File: src/design/dusss_pkg.sv
// ----------------------------------------------------------------------------
// dusss_pkg
// Shared types, constants and phase tables for the dual unipolar stepper
// sequencer.
// ----------------------------------------------------------------------------
package dusss_pkg;

    // Position width; the saturation limits follow from it
    localparam int POSITION_BITS = 16;
    localparam logic signed [POSITION_BITS-1:0] POS_MAX = {1'b0, {(POSITION_BITS-1){1'b1}}};
    localparam logic signed [POSITION_BITS-1:0] POS_MIN = {1'b1, {(POSITION_BITS-1){1'b0}}};

    localparam int CFG_IDX_W  = 3;
    localparam int CFG_DATA_W = 8;
    localparam int PRESCALE_W = 8;
    localparam int MODE_W     = 2;
    localparam int IDX_W      = 3;
    localparam int NIBBLE_W   = 4;
    localparam int COIL_W     = 8;

    // Configuration register indexes
    typedef enum logic [CFG_IDX_W-1:0] {
        CFG_ENABLE_MASK = 3'd0,
        CFG_MODE_A      = 3'd1,
        CFG_MODE_B      = 3'd2,
        CFG_PRESCALE_A  = 3'd3,
        CFG_PRESCALE_B  = 3'd4
    } t_cfg_idx;

    // Phase table selection
    typedef enum logic [MODE_W-1:0] {
        MODE_ONE_PHASE = 2'd0,
        MODE_TWO_PHASE = 2'd1,
        MODE_HALF_STEP = 2'd2,
        MODE_SPARE     = 2'd3
    } t_phase_mode;

    typedef struct packed {
        logic signed [POSITION_BITS-1:0] target_a;
        logic signed [POSITION_BITS-1:0] target_b;
    } t_in_item;

    typedef struct packed {
        logic [COIL_W-1:0]               coil_drive;
        logic signed [POSITION_BITS-1:0] position_a;
        logic signed [POSITION_BITS-1:0] position_b;
        logic                            at_target_a;
        logic                            at_target_b;
    } t_out_item;

    // Per-motor settings handed to a motor channel
    typedef struct packed {
        logic                  enable;
        logic [MODE_W-1:0]     mode;
        logic [PRESCALE_W-1:0] prescale;
    } t_motor_cfg;

    // Per-motor result of one tick
    typedef struct packed {
        logic [NIBBLE_W-1:0]             nibble;
        logic signed [POSITION_BITS-1:0] pos;
        logic                            at_target;
    } t_motor_res;

    // Coil pattern for a table and an index; the spare mode uses half-step
    function automatic logic [NIBBLE_W-1:0] phase_pattern(
        input logic [MODE_W-1:0] mode,
        input logic [IDX_W-1:0]  idx
    );
        logic [NIBBLE_W-1:0] pat;
        pat = 4'b0001;
        case (mode)
            MODE_ONE_PHASE: begin
                case (idx[1:0])
                    2'd0:    pat = 4'b0001;
                    2'd1:    pat = 4'b0010;
                    2'd2:    pat = 4'b0100;
                    default: pat = 4'b1000;
                endcase
            end
            MODE_TWO_PHASE: begin
                case (idx[1:0])
                    2'd0:    pat = 4'b0011;
                    2'd1:    pat = 4'b0110;
                    2'd2:    pat = 4'b1100;
                    default: pat = 4'b1001;
                endcase
            end
            default: begin
                case (idx)
                    3'd0:    pat = 4'b0001;
                    3'd1:    pat = 4'b0011;
                    3'd2:    pat = 4'b0010;
                    3'd3:    pat = 4'b0110;
                    3'd4:    pat = 4'b0100;
                    3'd5:    pat = 4'b1100;
                    3'd6:    pat = 4'b1000;
                    default: pat = 4'b1001;
                endcase
            end
        endcase
        return pat;
    endfunction

endpackage

File: src/design/dual_unipolar_stepper_sequencer_top.sv
// ----------------------------------------------------------------------------
// dual_unipolar_stepper_sequencer_top
// Two unipolar stepper motors on one 8-bit coil port, one timer tick per
// transfer, with full-step, two-phase and half-step tables.
//
//   channel  | signals                           | carries
//   ---------+-----------------------------------+---------------------------
//   input    | i_in_valid / o_in_ready / i_in_data  | targets of A and B
//   output   | o_out_valid / i_out_ready / o_out_data | coils, positions, flags
//   config   | i_cfg_we / i_cfg_idx / i_cfg_data | five registers, write only
//
// One tick per cycle while o_in_ready is high: a transfer is worked out in
// the cycle it is accepted; its result is registered in the output register,
// or in a skid register while the output is stalled, so the input stays
// ready while one result is stalled and drops only when both are full.
// Reset is synchronous; the block takes transfers right after it.
// ----------------------------------------------------------------------------
module dual_unipolar_stepper_sequencer_top (
    input  logic                                i_clk,
    input  logic                                i_rst_n,
    input  logic                                i_in_valid,
    output logic                                o_in_ready,
    input  dusss_pkg::t_in_item                 i_in_data,
    output logic                                o_out_valid,
    input  logic                                i_out_ready,
    output dusss_pkg::t_out_item                o_out_data,
    input  logic                                i_cfg_we,
    input  logic [dusss_pkg::CFG_IDX_W-1:0]     i_cfg_idx,
    input  logic [dusss_pkg::CFG_DATA_W-1:0]    i_cfg_data
);

    logic [1:0]                          r_enable;
    logic [dusss_pkg::MODE_W-1:0]        r_mode_a;
    logic [dusss_pkg::MODE_W-1:0]        r_mode_b;
    logic [dusss_pkg::PRESCALE_W-1:0]    r_pre_a;
    logic [dusss_pkg::PRESCALE_W-1:0]    r_pre_b;

    logic                                w_accept;
    dusss_pkg::t_motor_cfg               w_cfg_a;
    dusss_pkg::t_motor_cfg               w_cfg_b;
    dusss_pkg::t_motor_res               w_res_a;
    dusss_pkg::t_motor_res               w_res_b;
    dusss_pkg::t_out_item                w_result;

    logic                                r_out_valid, n_out_valid;
    logic                                r_skid_valid, n_skid_valid;
    dusss_pkg::t_out_item                r_out_data;
    dusss_pkg::t_out_item                r_skid_data;
    logic                                w_out_free;
    logic                                w_load_out;
    logic                                w_load_skid;

    // Configuration writes
    always_ff @(posedge i_clk) begin
        if (!i_rst_n) begin
            r_enable <= 2'b11;
            r_mode_a <= dusss_pkg::MODE_ONE_PHASE;
            r_mode_b <= dusss_pkg::MODE_ONE_PHASE;
            r_pre_a  <= dusss_pkg::PRESCALE_W'(1);
            r_pre_b  <= dusss_pkg::PRESCALE_W'(1);
        end else if (i_cfg_we) begin
            case (i_cfg_idx)
                dusss_pkg::CFG_ENABLE_MASK: r_enable <= i_cfg_data[1:0];
                dusss_pkg::CFG_MODE_A:      r_mode_a <= i_cfg_data[dusss_pkg::MODE_W-1:0];
                dusss_pkg::CFG_MODE_B:      r_mode_b <= i_cfg_data[dusss_pkg::MODE_W-1:0];
                dusss_pkg::CFG_PRESCALE_A:  r_pre_a  <= i_cfg_data[dusss_pkg::PRESCALE_W-1:0];
                dusss_pkg::CFG_PRESCALE_B:  r_pre_b  <= i_cfg_data[dusss_pkg::PRESCALE_W-1:0];
                default: ;
            endcase
        end
    end

    assign o_in_ready = !r_skid_valid;
    assign w_accept   = i_in_valid && o_in_ready;

    // Motor settings
    always_comb begin
        w_cfg_a.enable   = r_enable[0];
        w_cfg_a.mode     = r_mode_a;
        w_cfg_a.prescale = r_pre_a;
        w_cfg_b.enable   = r_enable[1];
        w_cfg_b.mode     = r_mode_b;
        w_cfg_b.prescale = r_pre_b;
    end

    dusss_motor u_motor_a (
        .i_clk    (i_clk),
        .i_rst_n  (i_rst_n),
        .i_tick   (w_accept),
        .i_cfg    (w_cfg_a),
        .i_target (i_in_data.target_a),
        .o_res    (w_res_a)
    );

    dusss_motor u_motor_b (
        .i_clk    (i_clk),
        .i_rst_n  (i_rst_n),
        .i_tick   (w_accept),
        .i_cfg    (w_cfg_b),
        .i_target (i_in_data.target_b),
        .o_res    (w_res_b)
    );

    // Assemble the result of this tick
    always_comb begin
        w_result.coil_drive  = {w_res_b.nibble, w_res_a.nibble};
        w_result.position_a  = w_res_a.pos;
        w_result.position_b  = w_res_b.pos;
        w_result.at_target_a = w_res_a.at_target;
        w_result.at_target_b = w_res_b.at_target;
    end

    // Output register and skid control
    always_comb begin
        w_out_free   = !r_out_valid || i_out_ready;
        w_load_out   = w_out_free && !r_skid_valid && w_accept;
        w_load_skid  = !w_out_free && w_accept;
        n_out_valid  = r_out_valid;
        n_skid_valid = r_skid_valid;
        if (w_out_free) begin
            n_out_valid  = r_skid_valid || w_accept;
            n_skid_valid = 1'b0;
        end else if (w_accept) begin
            n_skid_valid = 1'b1;
        end
    end

    always_ff @(posedge i_clk) begin
        if (!i_rst_n) begin
            r_out_valid  <= 1'b0;
            r_skid_valid <= 1'b0;
        end else begin
            r_out_valid  <= n_out_valid;
            r_skid_valid <= n_skid_valid;
        end
    end

    // Move payload: skid drains first, else the fresh result
    always_ff @(posedge i_clk) begin
        if (w_out_free && r_skid_valid) begin
            r_out_data <= r_skid_data;
        end else if (w_load_out) begin
            r_out_data <= w_result;
        end
        if (w_load_skid) begin
            r_skid_data <= w_result;
        end
    end

    assign o_out_valid = r_out_valid;
    assign o_out_data  = r_out_data;

endmodule

File: src/design/dusss_motor.sv
// ----------------------------------------------------------------------------
// dusss_motor
// One motor channel: tick divider, phase index, position and coil nibble.
// ----------------------------------------------------------------------------
module dusss_motor (
    input  logic                                      i_clk,
    input  logic                                      i_rst_n,
    input  logic                                      i_tick,
    input  dusss_pkg::t_motor_cfg                     i_cfg,
    input  logic signed [dusss_pkg::POSITION_BITS-1:0] i_target,
    output dusss_pkg::t_motor_res                     o_res
);

    logic signed [dusss_pkg::POSITION_BITS-1:0] r_pos, n_pos;
    logic [dusss_pkg::IDX_W-1:0]                r_idx, n_idx;
    logic [dusss_pkg::PRESCALE_W-1:0]           r_div, n_div;
    logic [dusss_pkg::NIBBLE_W-1:0]             r_nib, n_nib;
    logic                                       w_opp;
    logic                                       w_up;
    logic                                       w_down;

    // Step decision for this tick
    always_comb begin
        w_opp  = (r_div >= i_cfg.prescale);
        w_up   = w_opp && (i_target > r_pos) && (r_pos != dusss_pkg::POS_MAX);
        w_down = w_opp && (i_target < r_pos) && (r_pos != dusss_pkg::POS_MIN);
    end

    // Next state; a disabled motor holds everything
    always_comb begin
        n_pos = r_pos;
        n_idx = r_idx;
        n_div = r_div;
        n_nib = r_nib;
        if (i_cfg.enable) begin
            n_div = w_opp ? dusss_pkg::PRESCALE_W'(1) : r_div + 1'b1;
            if (w_up || w_down) begin
                n_nib = dusss_pkg::phase_pattern(i_cfg.mode, r_idx);
            end
            if (w_up) begin
                n_idx = r_idx + 1'b1;
                n_pos = r_pos + 1'b1;
            end else if (w_down) begin
                n_idx = r_idx - 1'b1;
                n_pos = r_pos - 1'b1;
            end
        end
    end

    // Result of this tick
    always_comb begin
        o_res.nibble    = n_nib;
        o_res.pos       = n_pos;
        o_res.at_target = (n_pos == i_target);
    end

    // Advance state on each accepted tick
    always_ff @(posedge i_clk) begin
        if (!i_rst_n) begin
            r_pos <= '0;
            r_idx <= '0;
            r_div <= dusss_pkg::PRESCALE_W'(1);
            r_nib <= '0;
        end else if (i_tick) begin
            r_pos <= n_pos;
            r_idx <= n_idx;
            r_div <= n_div;
            r_nib <= n_nib;
        end
    end

endmodule

File: config.mk
export PLATFORM = sky130hd
export DESIGN_NAME = dual_unipolar_stepper_sequencer_top
export DESIGN_NICKNAME = d
export VERILOG_FILES = /design/src/design/dusss_pkg.sv /design/src/design/dual_unipolar_stepper_sequencer_top.sv /design/src/design/dusss_motor.sv
export SDC_FILE = /design/constraint.sdc
export NUM_CORES = 1
export LEC_CHECK = 0
export ABC_AREA = 1
export BUFFER_PORTS_ARGS = -buffer_cell sky130_fd_sc_hd__buf_2
export CORE_MARGIN = 5
export CORE_UTILIZATION = 55
export DETAILED_ROUTE_END_ITERATION = 12
export GPL_TIMING_DRIVEN = 0
export HOLD_SLACK_MARGIN = 0.02
export PLACE_DENSITY = 0.77
export RECOVER_POWER = 25
export SYNTH_ARGS = -nofsm -noshare
export SYNTH_HDL_FRONTEND = slang
export SYNTH_SLANG_ARGS = --single-unit
File: constraint.sdc
create_clock -name i_clk -period 3.3 [get_ports i_clk]
set_input_delay 0.66 -clock i_clk [delete_from_list [all_inputs] [get_ports i_clk]]
set_output_delay 0.66 -clock i_clk [all_outputs]
set_load 0.02 [all_outputs]
==> impl_metrics.yaml, run 1 <==
synth:
  synthTopCellsByArea: "edfxtp_1 (23%), dfxtp_1 (16%), nand2_1 (11%), ha_1 (8.4%), inv_1 (6.8%)"
  synthDistinctLibCells: 50
  syn_inst: 1479
  synth.top_cell.area_share: 0.228
  synth_seq_area_share: 0.383
  avgSynthCellArea_sq_um: 7.49
  yosys_warnings: 0
  synth_area_sq_um: 11100
  synth_top_area_cell: "edfxtp_1"
  ys_ff_latch: 170
  syn_nets: 1601
timing:
  max_freq_mhz: 325
  final.setup.tns_ps: 0
  timing.final.max_slew_violations: 21
  slew_headroom: -0.393
  hold_viol: 0
  fin_crit_ps: 3080
  report.final.setup_viol: 0
  finClkSkew_ps: 10.2
  whs_ps: 461
  fin_crit_sh: 0.932
  tightestPinTransition_ps: 2080
clock_network:
  clock_latency_ps: 440
  cts_tree: "built"
  clk_path_buf_depth: 2
  clk_pin_slew_ps: 70
  cts.sinks: 170
  cts-buffers-inserted: 17
  h-tree-depth: 4
  cts_root_buf: "clkbuf_16"
outcome:
  violations: "max-capacitance violations, max-slew violations"
  status: "finished with violations"
routing:
  viasPerCell: 5.51
  first_pass_iters: 8
  wl_per_cell_microns: 16.3
  drt-total-wl_microns: 30600
  dr_total_vias: 10361
  drt_iter0_markers: 1058
  ant_nets: 0
  drc: 0
critical_path:
  crit_top_cell: "nand2_1"
  worst_path_largest_cell_delay_ps: 410
  cpMaxStageDelayCell: "dfxtp_4"
  cp.required_ps: 3600
  crit_family: "simple AND/OR/NAND/NOR gates"
  regToRegSetupSlack_ps: 220
  startpoint: "u_motor_b.r_pos[11]"
  cp_max_fo: 10
  worstReg2RegStart: "u_motor_b.r_pos[11]"
  setup.worst_path.class: "reg2reg"
  cp_num_buf_inv: 2
  arrival_ps: 3380
  cp-start-kind: "register"
  path_cells: "clkinvlp_4 > ha_4 > nand4_1 > nor3_2 > nand2_2 > nand2_2 > nand2_1 > nand2_2 > buf_6 > nand3_1 > nand2_1 > nand3_1 > nand2_1 > nand2_1 > nand2_1 > nand2_1 > nor2_1 > nand2_1 > nor2_2 > nand3_1 > nand2_1"
  setup.worst_path.end_class: "register"
die:
  die-area_sq_um: 23100
  dieWidth_microns: 152
  die_h_microns: 152
  rows: 52
  boundaryPins: 92
  initial_core_util: 0.553
  coreArea_sq_um: 20000
global_routing:
  antenna_found_initial: 0
  grt_max_degree: 29
  gr-total-overflow: 0
  grt_pass1_wl_microns: 49900
  grt_usage: 0.263
  grt_pass1_vias: 9826
layout:
  syn_to_final_growth_pct: 13.9
  final_cell_mix: "nand2_1 (318), inv_1 (197), nor2_1 (135)"
  drive_gt1_frac: 0.141
  fill_cells: 1848
  final_common_cell: "nand2_1"
  antennaDiodeCount: 0
  fin_nets: 1718
  instances_no_fill: 1879
  multi_input_area_sq_um: 5870
  regArea_sq_um: 4260
power_and_ir_drop:
  p_per_area_nw_per_um2: 659
  vdd_drop_max_mv: 0.433
  power_leakage_nw: 5.93
min_path:
  hp-start: "r_pre_b[2]"
  hold_path_class: "reg2reg"
place:
  port-buffer-count: 90
  placedCellCount: 1841
  gp_congestion: 0.955
  dp_hpwl_microns: 23000
job:
  max-cap-violations: 1
registers in the layout, summed over array words and instances (netlist names):
| name | cells |
|---|---|
| u_motor_b.r_div | 8 |
| u_motor_a.r_div | 8 |
| u_motor_a.r_nib | 4 |
| r_enable | 2 |
| r_pre_b | 8 |
| u_motor_a.r_idx | 3 |
| o_out_valid | 1 |
| r_mode_a | 2 |
| u_motor_b.r_nib | 4 |
| r_mode_b | 2 |
| r_skid_valid | 1 |
| u_motor_b.r_idx | 3 |
| u_motor_a.r_pos | 16 |
| r_skid_data | 42 |
| r_pre_a | 8 |
| u_motor_b.r_pos | 16 |
| o_out_data | 42 |
final cells by class:
class | instances | area share
Buffer | 45 | 0.0221
Clock buffer | 20 | 0.0379
Clock inverter | 12 | 0.00783
Inverter | 211 | 0.0632
Multi-Input combinational cell | 1053 | 0.465
Sequential cell | 170 | 0.338
Tap cell | 270 | 0.0268
Timing Repair Buffer | 98 | 0.0396
report_power, final:
| group | total, mW | switching (mW) | internal (mW) |
|---|---|---|---|
| Clock | 2.01 | 0.940 | 1.07 |
| Combinational | 3.49 | 2.34 | 1.15 |
| Sequential | 2.82 | 0.177 | 2.64 |
| Total | 8.32 | 3.46 | 4.86 |
final timing paths:
| check | to | cells after the start |
|---|---|---|
| worst max-delay path | o_out_data[0] | 21 |
| worst min-delay path | r_pre_b[2] | 2 |
| worst max register to register | o_out_data[0] | 21 |
| worst min register to register | r_pre_b[2] | 2 |
what timing repair did:
action,4_1_cts,5_1_grt
hold buffers,0,0
setup endpoints to repair,0,5
setup buffers,0,6
gates resized for setup,0,44
cell usage after synthesis (all sizes together):
cell	number
clkbuf	24
nor2	153
dlygate4sd1	1
o211ai	6
and2	3
nor3b	1
clkinv	3
a21oi	85
inv	208
nor4	2
and3b	2
o31ai	2
a211oi	4
o21bai	1
o21ai	77
dfxtp	86
nor3	29
a221oi	2
a31oi	32
a22o	1
buf	20
a21o	2
nand2	361
nand3	131
ha	74
edfxtp	84
xor2	18
nand4	42
xnor2	4
o221ai	2
nand3b	17
o22ai	1
mux2i	1
cells by family after synthesis:
| kind of cell | after synthesis | share of synthesized area |
|---|---|---|
| DFF | 170 | 0.383 |
| AOI/OAI and AO/OA | 215 | 0.106 |
| and+or+nand+nor | 741 | 0.314 |
| adders and majority gates | 74 | 0.0835 |
| buffers and inverters | 256 | 0.0954 |
| muxes | 1 | 0.000903 |
| xor gates and xnor gates | 22 | 0.0174 |
layer usage:
layer / up-vias / part of all wire / track usage
met1: 4757 / 0.45 / 0.365
met4: 0 / 0.031 / 0.105
met2: 378 / 0.45 / 0.412
met3: 65 / 0.069 / 0.0432
li1: 5161 / - / -
met5: - / 0 / 0
stage by stage:
step            util  total power [mW]  instance area, sq um  setup WS, ps
2_1_floorplan      -              5.33                 11100           365
3_3_place_gp   0.592              6.16                 11900         -1000
3_5_place_dp   0.595              6.22                 11900          -133
4_1_cts        0.624              8.21                 12500          17.7
5_1_grt        0.630              8.88                 12600         -28.2
6_report       0.630              8.32                 12600           224
worst register-to-register path, stage by stage, from the launching register on:
cell	delay [ps]
dfxtp_4	410
clkinvlp_4	160
ha_4	300
nand4_1	140
nor3_2	310
nand2_2	110
nand2_2	90
nand2_1	60
nand2_2	100
buf_6	160
nand3_1	80
nand2_1	110
nand3_1	70
nand2_1	120
nand2_1	120
nand2_1	80
nand2_1	50
nor2_1	130
nand2_1	90
nor2_2	100
nand3_1	80
nand2_1	80
Power figures use the tool's default switching activity.
==> run 2, diff against run 1 <==
Settings changed: CTS_CLUSTER_SIZE from default to 24, MAX_ROUTING_LAYER from default to met4.
==> run 2 against run 1 <==
The flow still finishes with violations (max-capacitance violations, max-slew violations). Final cell count shrank 0.27%. Non-clock buffer count down 5. First-iteration DRC count down 2.9%. Via count rose by 2.0%. Core utilization about the same. Critical path depth unchanged. Final area about the same. Clock power up 7%. Setup slack worse by 59 ps. Worst hold slack better by 6.6 ps. Fmax is 1.9% lower. Register-to-register slack lost 60 ps.
==> impl_metrics.yaml, run 2 (synthesized netlist as in run 1, its figures left out) <==
die:
  boundaryPins: 92
  initial_core_util: 0.553
  dieWidth_microns: 152
  rows: 52
  die_h_microns: 152
  die-area_sq_um: 23100
  coreArea_sq_um: 20000
layout:
  multi_input_area_sq_um: 5850
  final_util: 0.629
  final_cell_mix: "nand2_1 (318), inv_1 (198), nor2_1 (137)"
  syn_to_final_growth_pct: 13.8
  drive_gt1_frac: 0.135
  regArea_sq_um: 4260
  fin_nets: 1713
  fill_cells: 1856
  instances_no_fill: 1874
  antennaDiodeCount: 0
  final_common_cell: "nand2_1"
critical_path:
  arrival_ps: 3440
  worstReg2RegEnd: "o_out_data[1]"
  cp_max_fo: 10
  setup.worst_path.class: "reg2reg"
  worstReg2RegStart: "u_motor_a.r_pos[9]"
  cp-start-kind: "register"
  ff2ff_path_depth: 21
  cp.required_ps: 3610
  regToRegSetupSlack_ps: 160
  setup.worst_path.end_class: "register"
clock_network:
  cts_tree: "built"
  cts-buffers-inserted: 17
  cts_root_buf: "clkbuf_16"
  postCtsHoldBufs: 0
  clk_path_buf_depth: 2
  clk_pin_slew_ps: 70
  cts.sinks: 170
  h-tree-depth: 4
  clock_latency_ps: 440
global_routing:
  grt_max_degree: 23
  grt_usage: 0.271
  grt_pass1_vias: 9842
  antenna_found_initial: 0
  grt_pass1_wl_microns: 50200
  gr-total-overflow: 0
routing:
  first_pass_iters: 5
  viasPerCell: 5.64
  dr_total_vias: 10573
  ant_nets: 0
  drt_iter0_markers: 1027
  drt-total-wl_microns: 31100
  drc: 0
  wl_per_cell_microns: 16.6
timing:
  fin_crit_ps: 3140
  slew_headroom: -0.387
  whs_ps: 468
  hold_viol: 0
  tightestPinTransition_ps: 2070
  finClkSkew_ps: 9.99
  fin_crit_sh: 0.950
  final.setup.tns_ps: 0
  timing.final.max_slew_violations: 21
  max_freq_mhz: 319
  report.final.setup_viol: 0
outcome:
  violations: "max-capacitance violations, max-slew violations"
  status: "finished with violations"
min_path:
  hp-start: "r_pre_b[5]"
  hold_path_class: "reg2reg"
  hold_depth: 2
  holdPathEnd: "r_pre_b[5]"
place:
  dp_hpwl_microns: 23300
  port-buffer-count: 90
  placedCellCount: 1841
  gp_congestion: 0.945
power_and_ir_drop:
  vdd_drop_max_mv: 0.434
  power_leakage_nw: 5.93
  p_per_area_nw_per_um2: 671
job:
  max-cap-violations: 1
run 2: where the power goes:
group	switching [mW]	internal, mW
Sequential	0.182	2.64
Combinational	2.34	1.13
Clock	0.934	1.23
run 2: layer usage:
layer,GRT usage,routed length (microns),vias to the layer above
met5,-,0,-
met4,0.0895,812,0
met3,0.0350,2270,55
met2,0.431,14300,437
met1,0.363,13700,4926
li1,-,-,5155
run 2: final cells by class:
cell class	instances	area share
inverter	211	0.0630
tap	270	0.0268
clock buffer	20	0.0380
sequential	170	0.338
buffer	45	0.0215
multi-input combinational	1053	0.464
clock inverter	12	0.0116
timing repair buffer	93	0.0369
run 2: per-stage QoR:
| stage | setup slack, ps | power (mW) | cell area, sq um |
|---|---|---|---|
| floorplan | 365 | 5.33 | 11100 |
| global placement | -1050 | 6.16 | 11900 |
| detailed placement | -117 | 6.24 | 11900 |
| CTS | 30.6 | 8.39 | 12600 |
| global route | -9.16 | 9.01 | 12600 |
| finish | 165 | 8.46 | 12600 |
run 2: worst max-delay path by stage:
stage	startpoint	end	slack, ps
after floorplan	i_in_valid	o_out_data[0]	370
after global placement	i_in_valid	r_skid_data[29]	-1050
after detailed placement	i_in_data[15]	o_out_data[0]	-120
after CTS	u_motor_b.r_pos[11]	o_out_data[0]	30
after global routing	u_motor_a.r_pos[9]	o_out_data[1]	-9
final	u_motor_a.r_pos[9]	o_out_data[1]	160
run 2: worst max-delay path, cell delays in order (launching register included):
cell and delay, ps:
dfxtp_1 430, inv_2 110, ha_1 340, nand4_1 150
nor3_2 250, nand2_1 130, nand2_1 110, nand2_1 110
nand2_4 130, buf_6 160, nand3_1 100, nand2_1 120
nand3_1 90, nand2_2 100, nand2_1 90, nand2_1 70
nand2_1 50, nor2_2 130, nand2_1 80, nor2_1 120
nand3_1 80, nand2_1 70
run 2: timing repair:
action | CTS | global route
resized for setup | 0 | 41
setup endpoints to repair | 0 | 8
setup buffers | 0 | 1
